[config.mk]
export PLATFORM = sky130hd
export DESIGN_NAME = psmw_queue
export DESIGN_NICKNAME = d
export VERILOG_FILES = /design/src/psmw_pkg.sv /design/src/psmw_queue.sv
export SDC_FILE = /design/constraint.sdc
export NUM_CORES = 1
export LEC_CHECK = 0
export ABC_AREA = 1
export BUFFER_PORTS_ARGS = -buffer_cell sky130_fd_sc_hd__clkbuf_2
export CAP_MARGIN = 15
export CELL_PAD_IN_SITES_DETAIL_PLACEMENT = 1
export CELL_PAD_IN_SITES_GLOBAL_PLACEMENT = 1
export CORE_MARGIN = 8
export CORE_UTILIZATION = 38
export DETAILED_ROUTE_END_ITERATION = 6
export GPL_TIMING_DRIVEN = 0
export PLACE_DENSITY_LB_ADDON = 0.1
export SLEW_MARGIN = 10
export SYNTH_ARGS = -nofsm -noshare
export SYNTH_HDL_FRONTEND = slang
export SYNTH_SLANG_ARGS = --single-unit
[constraint.sdc]
create_clock -name clk -period 1.8 [get_ports clk]
set_input_delay 0.54 -clock clk [delete_from_list [all_inputs] [get_ports clk]]
set_output_delay 0.54 -clock clk [all_outputs]
set_load 0.01 [all_outputs]
[src/psmw_pkg.sv]
`default_nettype none
package psmw_pkg;

	localparam int K_BITS = 24;
	localparam int SCALE_BITS = 14;
	localparam logic [K_BITS-1:0] WIDTH_MAX = 24'd10000000;
	localparam logic [SCALE_BITS-1:0] SCALE = 14'd10000;

	typedef struct packed {
		logic empty;
		logic full;
	} q_stat_t;

	typedef enum logic [3:0] {
		B_IDLE,
		B_PAIR,
		B_RD_J,
		B_LAT_J,
		B_LEN,
		B_WALK,
		B_DRAIN,
		B_EVAL,
		B_ROOT,
		B_NEXT,
		B_DONE
	} back_state_t;

	typedef enum logic [2:0] {
		R_IDLE,
		R_SQ,
		R_SCALE,
		R_DELTA,
		R_STEP,
		R_DONE
	} root_state_t;

endpackage
`default_nettype wire

[src/psmw_queue.sv]
`default_nettype none
module psmw_queue
	import psmw_pkg::*;
#(
	parameter int W = 8
) (
	input  wire logic         clk,
	input  wire logic         arst_n,
	input  wire logic         push,
	input  wire logic [W-1:0] push_data,
	input  wire logic         pop,
	output logic [W-1:0]      pop_data,
	output q_stat_t           stat
);

	logic [W-1:0] slot_q [2];
	logic         wp_q, rp_q;
	logic [1:0]   cnt_q;

	always_ff @(posedge clk or negedge arst_n) begin
		if (!arst_n) begin
			wp_q  <= 1'b0;
			rp_q  <= 1'b0;
			cnt_q <= 2'd0;
		end else begin
			if (push && !stat.full) wp_q <= ~wp_q;
			if (pop && !stat.empty) rp_q <= ~rp_q;
			cnt_q <= cnt_q + 2'(push && !stat.full) - 2'(pop && !stat.empty);
		end
	end

	always_ff @(posedge clk) begin
		if (push && !stat.full) slot_q[wp_q] <= push_data;
	end

	assign pop_data   = slot_q[rp_q];
	assign stat.empty = cnt_q == 2'd0;
	assign stat.full  = cnt_q == 2'd2;

endmodule
`default_nettype wire

==> flow_summary.toml, run 1 <==
[sta]
tightest_slew_ns = 0.683
skew_ns = 0.00310
fin_tns_setup_ns = 0
hold_viol_final = 0
rsz0062_at_grt = "no"
slew_viol_final = 0
fin_crit_sh_pct = 93.1
fmax_mhz = 597
relSlewSlack_pct = 54.3
period_minus_slack_ns = 1.68
setup-violations-final = 0

[placed_design]
dpl.cell_count = 124
dp_hpwl_um = 1210
portBuffers = 21
place_congestion = 0.706

[synth]
synth_nets = 89
ys_ff_latch = 20
synth.cell_area_um2 = 831
yosys_most_used_dff = "edfxtp_1"
yosysTopAreaCell = "edfxtp_1"
synthTopCellsByCount = "nand2_1 (35), edfxtp_1 (16), inv_1 (9), dfrtp_1 (4)"
synth-edff-count = 16
netlist.area_leader.share_pct = 57.8
ys_seq_area_share_pct = 69.9
syn-instance-count = 75
synth_area_leaders = "edfxtp_1 (58%), nand2_1 (16%), dfrtp_1 (12%)"
synth_async_sr_flop_share_pct = 20.0
yosysWarnings = 0
ys_types = 12
yosysMostFrequentCell = "nand2_1"
syn-mean-instance-area_um2 = 11.1

[job]
drv_cap = 0

[pwr]
total_power_mw = 1.52
ir_drop_mv = 0.766
p_leak_nw = 0.499
power_density_mw_per_mm2 = 1530

[route]
first_pass_iters = 4
route.vias.total = 564
ant_nets = 0
drt_wl_total_um = 1460
wl_per_cell_um = 11.4
vias_per_cell = 4.41
drc = 0
first_iter_violations = 7

[global_routing]
grt_pass1_vias = 622
grtUsageTotal_pct = 8.34
antenna_found_initial = 0
grt_first_pass_wirelength_um = 2710
grt_max_degree = 12
overflow = 0

[clock_tree]
cts-resized-gates = 0
ctsHtreeMaxLevel = 1
cts-root-buf = "clkbuf_4"
numCtsBuffers = 3
cts.sinks = 20
path_clk_slew_ns = 0.10
cts_tree = "built"
ctsLongestPathBuffers = 2
clk_latency_ns = 0.28
ctsHoldBuffers = 0
cts_setup_buffers = 0

[critical_path]
start_kind = "flip-flop"
critPathMaxStageDelay_ns = 0.38
critical_path.endpoint_type = "primary output"
crit_slowest_cell = "dfrtp_1"
path_class = "flip-flop to primary output"
critPathTopFamily = "flip-flops"
crit_path_frequent_cell = "nand2_1"
path_cells = "buf_6 > clkinv_4 > nand2_1 > nand2_1 > clkbuf_2"
critPathRequiredTime_ns = 1.26
crit_fanout = 10
worstPathArrival_ns = 1.14
cp.buffers_inverters = 3

[floorplan]
num_rows = 17
initial_core_util_pct = 38.7
die_h_um = 62.8
die_w_um = 62.8
io_pins = 22
die-area_mm2 = 0.00394
core_area_mm2 = 0.00215

[finish]
fill_cells = 266
finalNonFillerCells = 128
final_layout_size_suffix_gt1_share_pct = 30.0
num_antenna_cells = 0
final_net_count = 115
area_growth_pct = 20.0

[hold_path]
hold_path.class = "input pin to asynchronous set/reset pin"

[outcome]
outcome = "complete, no violations"
[layer usage]
layer	track usage, %	share of wire [%]	wire length, um
met1	8.90	41	606
met4	1.71	0.55	8
met3	4.12	8.3	121
met5	0	0	0
met2	14.5	50	729
[power by group]
part           switching (mW)  internal [mW]  leakage [nW]
logic                   0.403          0.227         0.287
registers              0.0435          0.643         0.197
clock network           0.121         0.0859        0.0150
[kinds of logic after synthesis]
kind of cell / count (synthesis) / synth area share (%)
AND/OR/NAND/NOR: 41 / 20.2
adder cells (fa/ha/maj): 2 / 3.01
flip-flops: 20 / 69.9
buffers and inverters: 12 / 6.93
[worst paths after layout]
| kind | cells past startpoint | to | slack (ns) | startpoint |
|---|---|---|---|---|
| max | 5 | pop_data[2] | 0.12 | rp_q$_DFFE_PN0P_ |
| min | 1 | cnt_q[0]$_DFF_PN0_ | 0.05 | arst_n |
| max reg2reg | 3 | slot_q[1][1]$_DFFE_PP_ | 0.27 | cnt_q[1]$_DFF_PN0_ |
| min reg2reg | 2 | wp_q$_DFFE_PN0P_ | 0.49 | wp_q$_DFFE_PN0P_ |
| max in group asynchronous | 1 | rp_q$_DFFE_PN0P_ | 1.63 | arst_n |
| min in group clk | 1 | slot_q[0][5]$_DFFE_PP_ | 0.44 | push_data[5] |
[cell type report]
type	count	area (um^2)	area share, %
Inverter	11	46.3	4.64
Clock buffer	4	26.3	2.63
Buffer	1	11.3	1.13
Tap cell	28	35.0	3.51
Sequential cell	20	581	58.2
Multi-Input combinational cell	43	193	19.3
Timing Repair Buffer	21	105	10.5
[flip-flops by register name, indices dropped and copies added, names as in the netlist]
name / cells
rp_q: 1
cnt_q: 2
wp_q: 1
slot_q: 16
[cells in the final DEF (no fill, tap or decap)]
master / instances
nand2_1: 35
clkbuf_2: 21
edfxtp_1: 16
inv_1: 9
dfrtp_1: 4
clkbuf_4: 3
nand2_2: 2
nand3_1: 2
ha_1: 2
inv_2: 1
buf_6: 1
clkinv_4: 1
nor2_1: 1
nand3_2: 1
clkbuf_1: 1
[stage by stage]
step	utilization, %	hold slack [ns]	setup WS, ns	area (um^2)
3_3_place_gp	45.2	0.365	0.130	971
3_5_place_dp	45.2	0.360	0.125	971
4_1_cts	46.4	0.0428	0.0944	997
5_1_grt	46.4	0.0370	0.0185	997
6_report	46.4	0.0469	0.125	997
2_1_floorplan	-	0.244	0.463	831
No activity file was read; power rests on OpenSTA's default activity.
==> run 2: changes to the inputs <==
ABC_AREA = 0   (was 1)
CORE_UTILIZATION = 40   (was 38)
==> run 2 against run 1 <==
  * Utilization rose by 3.8 points
  * Synthesized cell count is 43% lower
  * Largest power group unchanged
  * Worst hold slack got worse by 0.013 ns
  * The run now ends with negative setup slack left
==> flow_summary.toml, run 2 <==
[finish]
fill_cells = 207
largest_registers = "slot_q x16, cnt_q x2"
area_growth_pct = 23.1
num_antenna_cells = 0
fin_area_um2 = 955
final_net_count = 84
layout_common_cells = "clkbuf_2 (21), edfxtp_1 (16), mux2_2 (8)"
top_register = "slot_q"
mostFrequentLayoutCell = "clkbuf_2"
final_layout_size_suffix_gt1_share_pct = 50.7
largest_reg_flops = 16

[placed_design]
place_area_um2 = 915
place_congestion = 0.631
pre_cts_slack_ns = 0.130
dp_hpwl_um = 1060
portBuffers = 21

[pwr]
power_density_mw_per_mm2 = 1550
p_leak_nw = 0.398
total_power_mw = 1.48
ir_drop_mv = 0.672

[floorplan]
num_rows = 16
initial_core_util_pct = 40.8
die_h_um = 60.0
die_w_um = 60.0
core_area_mm2 = 0.00190
io_pins = 22
die-area_mm2 = 0.00360

[route]
vias_per_cell = 4.56
route.vias.total = 438
first_pass_iters = 2
wl_per_cell_um = 14.0
ant_nets = 0
drt_wl_total_um = 1340
drc = 0
first_iter_violations = 2

[global_routing]
grtUsageTotal_pct = 8.10
grt_pass1_vias = 479
grt_first_pass_wirelength_um = 2100
grt_max_degree = 12
overflow = 0
antenna_found_initial = 0

[critical_path]
critPathMaxStageDelay_ns = 0.36
path_cells = "buf_6 > mux2_2 > clkbuf_2"
crit_fanout = 9
cp.buffers_inverters = 2
worstPathArrival_ns = 1.27
critPathTopFamily = "flip-flops"
path_class = "flip-flop to primary output"
critPathRequiredTime_ns = 1.26
start_kind = "flip-flop"
crit_slowest_cell = "dfrtp_1"
critical_path.endpoint_type = "primary output"

[sta]
relSlewSlack_pct = 53.9
rsz0062_at_grt = "yes"
hold_viol_final = 0
skew_ns = 0.000593
period_minus_slack_ns = 1.81
fin_crit_sh_pct = 100
fmax_mhz = 553
slew_viol_final = 0
fin_ws_ns = -0.00704
tightest_slew_ns = 0.689
setup-violations-final = 2

[outcome]
outcome = "complete, but fails checks"
violations = "negative setup slack"

[synth]
yosysMostFrequentCell = "edfxtp_1"
ys_ff_latch = 20
synthTopCellsByCount = "edfxtp_1 (16), mux2_2 (8), dfrtp_1 (4), xnor2_1 (3)"
syn-mean-instance-area_um2 = 18.0
synth-edff-count = 16
synth_async_sr_flop_share_pct = 20.0
yosysTopAreaCell = "edfxtp_1"
yosys_most_used_dff = "edfxtp_1"
ys_types = 13
netlist.area_leader.share_pct = 61.9
yosysWarnings = 0
ys_seq_area_share_pct = 74.8
synth_area_leaders = "edfxtp_1 (62%), dfrtp_1 (13%), mux2_2 (12%)"
syn-instance-count = 43
synth_nets = 57
synth.cell_area_um2 = 776

[clock_tree]
path_clk_slew_ns = 0.11
ctsHoldBuffers = 0
numCtsBuffers = 3
cts.sinks = 20
cts_tree = "built"
clk_latency_ns = 0.29
ctsLongestPathBuffers = 2
ctsHtreeMaxLevel = 1
cts-root-buf = "clkbuf_4"

[job]
drv_cap = 0

[hold_path]
hold_path.class = "input pin to asynchronous set/reset pin"
## run 2: cell count changes after synthesis, moves of 2 or more
cell and delta:
mux2_2 +8, xnor2_1 +3, nand2_2 -2, nand2_1 -34, inv_1 -7, nand3_1 -2
## run 2: cell type report
class	count	area (um^2)	area share, %
Clock buffer	4	26.3	2.75
Multi-Input combinational cell	20	183	19.1
Sequential cell	20	581	60.8
Timing Repair Buffer	22	113	11.8
Inverter	2	7.51	0.786
Tap cell	27	33.8	3.54
Buffer	1	11.3	1.18
## run 2: what timing repair did
item	in CTS	in global routing
gates resized for setup	2	0
cloned	0	0
buffers inserted	1	0
endpoints found under the setup margin	8	8
## run 2: cells by family (layout without fill, tap and decap cells)
family / Yosys count / in the layout / share of synthesized area (%)
mux: 8 / 8 / 11.6
simple gates: 6 / 6 / 4.19
fa+ha+maj: 2 / 2 / 3.23
buf+inv: 3 / 29 / 1.61
flops: 20 / 20 / 74.8
xor+xnor: 4 / 4 / 4.52
## run 2: final timing paths
path	from	to	slack, ns	cells after the start
worst max-delay path	rp_q$_DFFE_PN0P_	pop_data[1]	-0.007	3
worst min-delay path	arst_n	cnt_q[0]$_DFF_PN0_	0.03	1
worst max register to register	cnt_q[1]$_DFF_PN0_	slot_q[0][4]$_DFFE_PP_	0.22	3
worst min register to register	wp_q$_DFFE_PN0P_	wp_q$_DFFE_PN0P_	0.50	1
max in group asynchronous	arst_n	cnt_q[1]$_DFF_PN0_	1.64	1
min in group clk	push_data[7]	slot_q[0][7]$_DFFE_PP_	0.43	1
## run 2: per-layer routing
layer	global-route usage [%]	vias to the layer above	wire length [um]
li1	-	205	-
met1	8.95	218	566
met3	3.66	2	91
met5	0	-	0
met4	3.06	0	21
met2	13.2	13	664
## run 2: power by group
| part | total [mW] | switching (mW) | internal, mW |
|---|---|---|---|
| clock | 0.215 | 0.129 | 0.0862 |
| combinational | 0.559 | 0.280 | 0.280 |
| sequential | 0.701 | 0.0527 | 0.648 |
| total | 1.48 | 0.461 | 1.01 |
## run 2: per-stage QoR
step | std cells | utilization, % | TNS, ns | hold slack [ns]
after floorplan | 43 | - | 0 | 0.244
after global placement | 91 | 48.1 | 0 | 0.357
after detailed placement | 91 | 48.1 | 0 | 0.358
after CTS | 96 | 50.2 | -0.0664 | 0.0298
after global routing | 96 | 50.2 | -0.446 | 0.0240
final | 96 | 50.2 | -0.00821 | 0.0339
