--- config.mk ---
export PLATFORM = sky130hd
export DESIGN_NAME = psmw_front
export DESIGN_NICKNAME = d
export VERILOG_FILES = /design/src/psmw_pkg.sv /design/src/psmw_front.sv
export SDC_FILE = /design/constraint.sdc
export NUM_CORES = 1
export LEC_CHECK = 0
export CORE_MARGIN = 1
export CORE_UTILIZATION = 65
export CTS_CLUSTER_SIZE = 28
export DETAILED_ROUTE_END_ITERATION = 12
export DONT_BUFFER_PORTS = 1
export PLACE_DENSITY_LB_ADDON = 0.25
export SYNTH_ARGS = -nofsm -noshare
export SYNTH_HDL_FRONTEND = slang
export SYNTH_SLANG_ARGS = --single-unit
--- constraint.sdc ---
create_clock -name clk -period 3 [get_ports clk]
set_input_delay 0.15 -clock clk [delete_from_list [all_inputs] [get_ports clk]]
set_output_delay 0.15 -clock clk [all_outputs]
set_load 0.005 [all_outputs]
--- src/psmw_pkg.sv ---
`default_nettype none
package psmw_pkg;

	localparam int K_BITS = 24;
	localparam int SCALE_BITS = 14;
	localparam logic [K_BITS-1:0] WIDTH_MAX = 24'd10000000;
	localparam logic [SCALE_BITS-1:0] SCALE = 14'd10000;

	typedef struct packed {
		logic empty;
		logic full;
	} q_stat_t;

	typedef enum logic [3:0] {
		B_IDLE,
		B_PAIR,
		B_RD_J,
		B_LAT_J,
		B_LEN,
		B_WALK,
		B_DRAIN,
		B_EVAL,
		B_ROOT,
		B_NEXT,
		B_DONE
	} back_state_t;

	typedef enum logic [2:0] {
		R_IDLE,
		R_SQ,
		R_SCALE,
		R_DELTA,
		R_STEP,
		R_DONE
	} root_state_t;

endpackage
`default_nettype wire

--- src/psmw_front.sv ---
`default_nettype none
module psmw_front
	import psmw_pkg::*;
#(
	parameter int MAX_POINTS = 128,
	parameter int COORD_BITS = 16
) (
	input  wire logic                                  clk,
	input  wire logic                                  arst_n,
	input  wire logic                                  start,
	input  wire logic signed [COORD_BITS-1:0]          point_x,
	input  wire logic signed [COORD_BITS-1:0]          point_y,
	input  wire logic                                  last_point,
	input  wire logic                                  back_busy,
	input  wire q_stat_t                               q_stat,
	output logic                                       busy,
	output logic                                       wr_en,
	output logic [$clog2(MAX_POINTS)-1:0]              wr_addr,
	output logic signed [COORD_BITS-1:0]               wr_x,
	output logic signed [COORD_BITS-1:0]               wr_y,
	output logic                                       push,
	output logic [$clog2(MAX_POINTS+1)-1:0]            push_n
);

	localparam int AB = $clog2(MAX_POINTS);
	localparam int CNT_W = $clog2(MAX_POINTS + 1);

	logic [CNT_W-1:0] count_q;
	logic             accept, room;

	// hold off while a closed set waits or is walked: the store is single-buffered
	assign busy   = !q_stat.empty || q_stat.full || back_busy;
	assign accept = start && !busy;
	assign room   = count_q < CNT_W'(MAX_POINTS);

	assign wr_en   = accept && room;
	assign wr_addr = count_q[AB-1:0];
	assign wr_x    = point_x;
	assign wr_y    = point_y;
	assign push    = accept && last_point;
	assign push_n  = room ? count_q + CNT_W'(1) : count_q;

	always_ff @(posedge clk or negedge arst_n) begin
		if (!arst_n) count_q <= '0;
		else if (push) count_q <= '0;
		else if (wr_en) count_q <= count_q + CNT_W'(1);
	end

endmodule
`default_nettype wire

==> metrics.yaml, run 1 <==
area_growth_pct: -28.8
hold_class: "primary input to flop"
avgRoutedWirePerCell_um: 18.7
ys_seq_area_share_pct: 22.4
end_kind: "primary output"
dr.first_iter.drc_count: 15
crit_path_max_fanout: 8
grt_overflow: 0
cts_tree: "yes"
netSwitchingPower_uw: 132
relSlewSlack_pct: 74.8
fin_crit_sh_pct: 60.3
post_cts_buffers: 0
worstMarginPinSlew_ns: 0.377
outcome: "completed"
nFillCells: 126
worstPathCellList: "nand3_2, or3_2, ha_1, inv_1"
gp_congestion: 0.679
port_buffers: 0
crit_required_ns: 2.85
min_period_ns: 1.81
grt_pass1_wl_um: 2280
drcViolationCount: 0
max_stage_delay_ns: 0.50
clk_pin_slew_ns: 0.05
final_cell_area_sq_um: 637
sequentialPowerShare_pct: 46.5
yosys.cell_types.count: 29
core_area_sq_um: 1280
drive_above_1_share_pct: 14.5
dp_hpwl_um: 1210
fin_skew_ns: 0.00380
grt_use_met1_pct: 23.4
initial_core_util_pct: 69.6
clkLatencyLatePin_ns: 0.25
synthesis.area_sq_um: 895
die_width_um: 39.1
combPwrFrac_pct: 30.8
largest_register_ff_count: 8
clkPwrFrac_pct: 22.7
synth_top_area_cell: "buf_4"
multiInputGateArea_sq_um: 357
sw_frac_of_total_pct: 37.4
clockRootBuffer: "clkbuf_4"
p_int_uw: 221
powerDensity_nw_per_um2: 554
synthesis.nets: 148
r2r_slack_ns: 1.28
finalHoldViolations: 0
htreeDepth: 1
nNetsFinal: 112
fmax_mhz: 553
timing.rr.start: "count_q[2]$_DFFE_PN0P_"
syn_avg_cell_area_sq_um: 8.36
rsz0062_at_grt: "no"
routed_wl_um: 1570
path_buf_inv: 1
numCtsBuffers: 3
fp-row-count: 13
leakagePower_uw: 0.000275
grt.busiest_layer: "met2"
worstPathArrival_ns: 1.66
grtUsageMet2_pct: 37.5
grt_max_degree: 15
grtUsageTotal_pct: 22.6
seq_area_sq_um: 200
pin_count: 89
largest_register: "count_q"
cp_slowest_cell: "dfrtp_1"
ys_warn_count: 0
placed_cell_area_sq_um: 594
setup_viol: 0
synthCells: 107
path_class: "flop to primary output"
tns_ns: 0
drv_slew: 0
num_vias: 518
clkSinkCount: 8
start_kind: "flop"
ant_nets: 0
hold_depth: 1
dr.pass1.iters: 4
synth-seq-cells: 8
cp_top_family: "simple AND/OR/NAND/NOR gates"
insertedDiodeCount: 0
grt_pass1_vias: 505
synthTopCellsByArea: "buf_4 (33%), dfrtp_1 (22%), xnor2_1 (4.9%)"
holdPathEnd: "count_q[2]$_DFFE_PN0P_"
gr-usage-met3_pct: 9.25
vias_per_cell: 6.17
die_area_sq_um: 1530
synth_top_area_share_pct: 32.7
cts_buffer_depth: 2
hp-start: "last_point"
vdd_drop_max_v: 0.000370
antenna_found_initial: 0
top_regs: "count_q: 8 flops"
rr_endpoint: "count_q[7]$_DFFE_PN0P_"
ff2ff_path_depth: 5
drv_cap: 0
die_h_um: 39.1
-- per-stage QoR --
stage / hold WS (ns) / setup slack [ns] / instances / utilization (%) / total power (uW)
after detailed placement: -0.145 / 1.28 / 79 / 46.3 / 269
after global routing: 0.0118 / 1.07 / 84 / 49.6 / 381
final: 0.0112 / 1.19 / 84 / 49.6 / 353
after floorplan: -0.146 / 1.39 / 107 / - / 307
after global placement: -0.145 / 1.31 / 79 / 46.3 / 267
after CTS: 0.00429 / 1.17 / 84 / 49.6 / 356
-- synth_stat cells (all sizes together) --
cell and number:
xor2 1, buf 43, nand4bb 1, nand4b 2, nand2b 1, xnor2 5
a22oi 1, nand2 8, ha 2, nand3 2, or3 1, o311ai 1
or3b 1, nor2 5, inv 5, mux2i 1, mux2 1, dfrtp 8
o21ai 6, a21oi 5, nor3 6, nand4 1
-- metal layers --
layer	vias to the layer above	wire, um
li1	237	-
met1	234	547
met2	45	797
met3	2	221
met4	0	2
met5	-	0
-- cells in the final DEF (no fill, tap or decap), types with 2 or more instances in the layout --
cell / Yosys / layout
nor3_1: 4 / 4
dlygate4sd3_1: 0 / 2
clkbuf_4: 0 / 3
nand2_1: 8 / 8
a21oi_1: 5 / 5
o21ai_0: 5 / 5
inv_1: 5 / 5
nor2_1: 4 / 4
xnor2_1: 5 / 5
dfrtp_1: 8 / 8
nand4b_1: 2 / 2
ha_1: 2 / 2
-- power by group through the flow --
stage,Sequential [uW],Clock [uW],Combinational (uW)
after floorplan,141,0,167
after global placement,164,0,103
after detailed placement,165,0,105
after CTS,162,83.4,110
after global routing,169,85.1,127
final,164,80.0,109
-- area by class of cell --
| cell class | count | area share, % |
|---|---|---|
| Clock buffer | 3 | 3.54 |
| Tap cell | 15 | 2.95 |
| Sequential cell | 8 | 31.4 |
| Inverter | 5 | 2.95 |
| Timing Repair Buffer | 2 | 3.14 |
| Multi-Input combinational cell | 51 | 56.0 |
-- worst max-delay path by stage --
stage / slack (ns) / depth (start not counted) / from / endpoint
finish: 1.19 / 4 / count_q[2]$_DFFE_PN0P_ / push_n[7]
floorplan: 1.39 / 6 / count_q[2]$_DFFE_PN0P_ / count_q[7]$_DFFE_PN0P_
global route: 1.07 / 4 / count_q[2]$_DFFE_PN0P_ / push_n[7]
global placement: 1.31 / 5 / count_q[2]$_DFFE_PN0P_ / count_q[7]$_DFFE_PN0P_
CTS: 1.17 / 4 / count_q[2]$_DFFE_PN0P_ / push_n[7]
detailed placement: 1.28 / 5 / count_q[2]$_DFFE_PN0P_ / count_q[7]$_DFFE_PN0P_
-- cells by family after synthesis --
logic type,synth area share (%)
flip-flops,22.4
XOR/XNOR,5.87
AND/OR/NAND/NOR,20.8
multiplexers,2.38
buffers and inverters,37.8
adder cells (fa/ha/maj),2.80
AO/OA/AOI/OAI,7.97
-- repair_timing --
item                      CTS  global route
hold endpoints to repair    9             0
gates resized for setup     0             0
hold buffers                2             0
(Power assumes the default switching activity.)
==> run 2, diff against run 1 <==
--- a/config.mk
+++ b/config.mk
@@ -6,7 +6,7 @@
 export NUM_CORES = 1
 export LEC_CHECK = 0
 export CORE_MARGIN = 1
-export CORE_UTILIZATION = 65
+export CORE_UTILIZATION = 61
 export CTS_CLUSTER_SIZE = 28
 export DETAILED_ROUTE_END_ITERATION = 12
 export DONT_BUFFER_PORTS = 1
==> constraint.sdc (replaced) <==
create_clock -name clk -period 1.8 [get_ports clk]
set_input_delay 0.09 -clock clk [delete_from_list [all_inputs] [get_ports clk]]
set_output_delay 0.09 -clock clk [all_outputs]
set_load 0.005 [all_outputs]
==> run 2 against run 1 <==
  * Utilization up 0.44 points
  * Critical endpoint unchanged
  * Sequential share of layout area down 1.4 points
  * Highest routed layer unchanged
  * Final cell count up 4.8%
  * Largest cell class unchanged
  * Count of clock-buffer cells in the layout unchanged
  * Critical path type unchanged
==> metrics.yaml, run 2 (same netlist as run 1, synthesis figures left out) <==
outcome: "completed"
routed_wl_um: 1480
core_area_sq_um: 1330
grt_max_degree: 15
drv_slew: 0
min_period_ns: 1.61
area_growth_pct: -25.5
fmax_mhz: 621
nNetsFinal: 116
port_buffers: 0
setup_viol: 0
insertedDiodeCount: 0
worstMarginPinSlew_ns: 0.403
cp-startpoint: "count_q[5]$_DFFE_PN0P_"
die_width_um: 40.3
crit_path_max_fanout: 5
combPwrFrac_pct: 36.8
post_cts_buffers: 0
dp.cells: 83
avgRoutedWirePerCell_um: 16.9
dr.first_iter.drc_count: 8
dr.pass1.iters: 4
cts_buffer_depth: 2
clockRootBuffer: "clkbuf_4"
htreeDepth: 1
ant_nets: 0
vias_per_cell: 6.27
pre_cts_slack_ns: 0.218
finalHoldViolations: 0
drcViolationCount: 0
cts_tree: "yes"
vdd_drop_max_v: 0.000354
gp_congestion: 0.694
path_class: "flop to primary output"
top_regs: "count_q: 8 flops"
antenna_found_initial: 0
fin_skew_ns: 0.00472
worstPathArrival_ns: 1.52
end_kind: "primary output"
clk_pin_slew_ns: 0.05
fp-row-count: 13
num_vias: 552
rsz0062_at_grt: "no"
tns_ns: 0
sw_frac_of_total_pct: 37.0
pin_count: 89
start_kind: "flop"
largest_register: "count_q"
instances_no_fill: 88
clkPwrFrac_pct: 22.9
postCtsHoldBufs: 2
leakagePower_uw: 0.000293
powerDensity_nw_per_um2: 912
largest_register_ff_count: 8
crit_required_ns: 1.71
die_h_um: 40.3
clkSinkCount: 8
clkLatencyLatePin_ns: 0.25
grt_pass1_wl_um: 2190
grt_overflow: 0
cts_resized: 0
p_int_uw: 383
utilization_pct: 50.0
netSwitchingPower_uw: 225
grtUsageTotal_pct: 20.9
timing.rr.start: "count_q[5]$_DFFE_PN0P_"
drive_above_1_share_pct: 19.2
fin_crit_sh_pct: 89.5
grt_pass1_vias: 500
hp-start: "last_point"
dp_hpwl_um: 1130
die_area_sq_um: 1620
initial_core_util_pct: 67.1
relSlewSlack_pct: 73.1
final.setup.worst_slack_ns: 0.189
numCtsBuffers: 3
hold_class: "primary input to flop"
sequentialPowerShare_pct: 40.3
layout_common_cells: "nand2_1 (8), dfrtp_1 (8)"
drv_cap: 0
-- run 2: cell count changes in the layout (fill, tap and decap cells not counted), sizes merged --
cell / change
buf: +4
-- run 2: cell type report --
cell class / instances / area [sq um]
clock buffers: 3 / 22.5
multi-input cells: 51 / 357
fillers: 142 / 667
flip-flops and latches: 8 / 200
well taps: 15 / 18.8
repair buffers: 6 / 50.0
inverters: 5 / 18.8
-- run 2: worst max-delay path, cell delays in order (launching register included) --
cell and delay (ns):
dfrtp_1 0.39, inv_1 0.13, or3_2 0.49, ha_1 0.19
inv_1 0.06
-- run 2: per-stage QoR --
| step | hold slack [ns] | instance area (sq um) | power [uW] |
|---|---|---|---|
| detailed placement | -0.205 | 624 | 466 |
| global placement | -0.205 | 624 | 459 |
| CTS | 0.0319 | 667 | 615 |
| floorplan | -0.206 | 895 | 512 |
| global route | 0.0355 | 667 | 663 |
| finish | 0.0338 | 667 | 608 |
-- run 2: routing by layer --
metal | global-route usage (%) | wire [um] | vias to the layer above
li1 | - | - | 252
met1 | 20.0 | 534 | 253
met2 | 35.1 | 767 | 37
met3 | 7.78 | 158 | 10
met4 | 17.5 | 24 | 0
met5 | 0 | 0 | -
-- run 2: final timing paths --
check	endpoint	cells past startpoint	slack, ns
max	push_n[7]	4	0.19
min	count_q[5]$_DFFE_PN0P_	1	0.03
max reg2reg	count_q[7]$_DFFE_PN0P_	5	0.21
min reg2reg	count_q[5]$_DFFE_PN0P_	2	0.60
max in group asynchronous	count_q[7]$_DFFE_PN0P_	1	1.31
min in group asynchronous	count_q[4]$_DFFE_PN0P_	1	0.20
-- run 2: power groups by stage --
stage,Combinational [uW],Sequential (uW),Clock [uW]
4_1_cts,227,245,143
6_report,224,245,139
5_1_grt,257,253,153
2_1_floorplan,278,234,0
3_3_place_gp,212,246,0
3_5_place_dp,218,249,0
==> run 3, diff against run 2 <==
--- a/config.mk
+++ b/config.mk
@@ -5,8 +5,10 @@
 export SDC_FILE = /design/constraint.sdc
 export NUM_CORES = 1
 export LEC_CHECK = 0
+export CELL_PAD_IN_SITES_DETAIL_PLACEMENT = 2
+export CELL_PAD_IN_SITES_GLOBAL_PLACEMENT = 2
 export CORE_MARGIN = 1
-export CORE_UTILIZATION = 61
+export CORE_UTILIZATION = 29
 export CTS_CLUSTER_SIZE = 28
 export DETAILED_ROUTE_END_ITERATION = 12
 export DONT_BUFFER_PORTS = 1
==> run 3 against run 2 <==
  * The flow now finishes with violations (DRC)
  * Sequential share of layout area is 1.2 points lower
  * Flip-flop and latch count did not move
  * Clock power up 5%
  * Largest cell class unchanged
  * Die area up 100%
  * Critical endpoint unchanged
  * Critical path depth unchanged
  * Combinational power increased by 5%
==> metrics.yaml, run 3 (same netlist as run 1, synthesis figures left out) <==
outcome: "finished, violations left"
failed_checks: "DRC"
pin_count: 89
antenna_found_initial: 0
netSwitchingPower_uw: 238
drive_above_1_share_pct: 20.3
dp.cells: 100
tns_ns: 0
finalHoldViolations: 0
fmax_mhz: 611
initial_core_util_pct: 31.6
area_growth_pct: -22.4
sequentialPowerShare_pct: 39.1
dr.pass1.iters: 7
utilization_pct: 24.5
dp_hpwl_um: 1400
grt_pass1_vias: 585
layout_common_cells: "nand2_1 (8), dfrtp_1 (8)"
powerDensity_nw_per_um2: 902
largest_register_ff_count: 8
largest_register: "count_q"
combPwrFrac_pct: 37.5
die_area_sq_um: 3310
setup_viol: 0
cts_tree: "yes"
final_cell_area_sq_um: 694
drcViolationCount: 3
placed_cell_area_sq_um: 652
gp_congestion: 0.684
ant_nets: 0
leakagePower_uw: 0.000298
insertedDiodeCount: 0
routed_wl_um: 1850
grt_pass1_wl_um: 2840
postCtsHoldBufs: 2
start_kind: "flop"
port_buffers: 0
clkPwrFrac_pct: 23.4
vias_per_cell: 5.27
relSlewSlack_pct: 71.2
core_area_sq_um: 2830
post_cts_buffers: 0
nNetsFinal: 117
crit_path_max_fanout: 8
final.setup.worst_slack_ns: 0.163
die_h_um: 57.5
end_kind: "primary output"
clkSinkCount: 8
clockRootBuffer: "clkbuf_4"
grt_overflow: 0
drv_slew: 0
crit_required_ns: 1.71
avgRoutedWirePerCell_um: 17.6
fp-row-count: 19
grt_max_degree: 15
die_width_um: 57.5
num_vias: 553
numCtsBuffers: 3
drv_cap: 0
top_regs: "count_q: 8 flops"
fin_skew_ns: 0.00321
worstPathArrival_ns: 1.55
vdd_drop_max_v: 0.000154
fin_crit_sh_pct: 90.9
clkLatencyLatePin_ns: 0.26
cts_buffer_depth: 2
pre_cts_slack_ns: 0.215
path_class: "flop to primary output"
cts_resized: 0
htreeDepth: 1
rsz0062_at_grt: "no"
p_int_uw: 388
hold_class: "primary input to flop"
dr.first_iter.drc_count: 9
instances_no_fill: 105
grtUsageTotal_pct: 11.8
sw_frac_of_total_pct: 38.0
min_period_ns: 1.64
worstMarginPinSlew_ns: 0.430
clk_pin_slew_ns: 0.06
[run 3: power groups by stage]
stage          clock, uW  combinational (uW)  sequential (uW)
5_1_grt              164                 268              252
3_3_place_gp           0                 227              249
6_report             146                 235              245
4_1_cts              158                 243              246
3_5_place_dp           0                 232              249
2_1_floorplan          0                 278              234
[run 3: worst paths after layout]
path                                   startpoint                      to  slack (ns)  cells past startpoint
min in group asynchronous                  arst_n  count_q[4]$_DFFE_PN0P_        0.20                      1
setup reg to reg           count_q[1]$_DFFE_PN0P_  count_q[7]$_DFFE_PN0P_        0.22                      5
hold / removal                         last_point  count_q[5]$_DFFE_PN0P_        0.02                      1
max in group asynchronous                  arst_n  count_q[1]$_DFFE_PN0P_        1.30                      1
setup / recovery           count_q[1]$_DFFE_PN0P_               push_n[7]        0.16                      4
hold reg to reg            count_q[5]$_DFFE_PN0P_  count_q[5]$_DFFE_PN0P_        0.60                      2
[run 3: cell type report]
class | instances | area (sq um)
clock buffers | 3 | 22.5
fillers | 328 | 2130
inverters | 5 | 18.8
multi-input cells | 51 | 357
flip-flops and latches | 8 | 200
well taps | 31 | 38.8
repair buffers | 7 | 57.6
[run 3: worst max-delay path, cell delays in order (launching register included)]
cell and delay [ns]:
dfrtp_1 0.48, nand3_1 0.11, or3_2 0.42, ha_1 0.20, inv_1 0.07
[run 3: routing by layer]
layer,vias to the layer above,wire length (um),GRT usage (%)
met1,263,740,14.0
met3,8,235,5.44
met4,0,49,8.71
met2,35,822,16.6
li1,247,-,-
met5,-,0,0
[run 3: through the flow]
stage | hold WS (ns) | total power (uW)
floorplan | -0.206 | 512
global route | 0.0392 | 683
detailed placement | -0.205 | 482
global placement | -0.205 | 477
finish | 0.0200 | 626
CTS | 0.0166 | 647
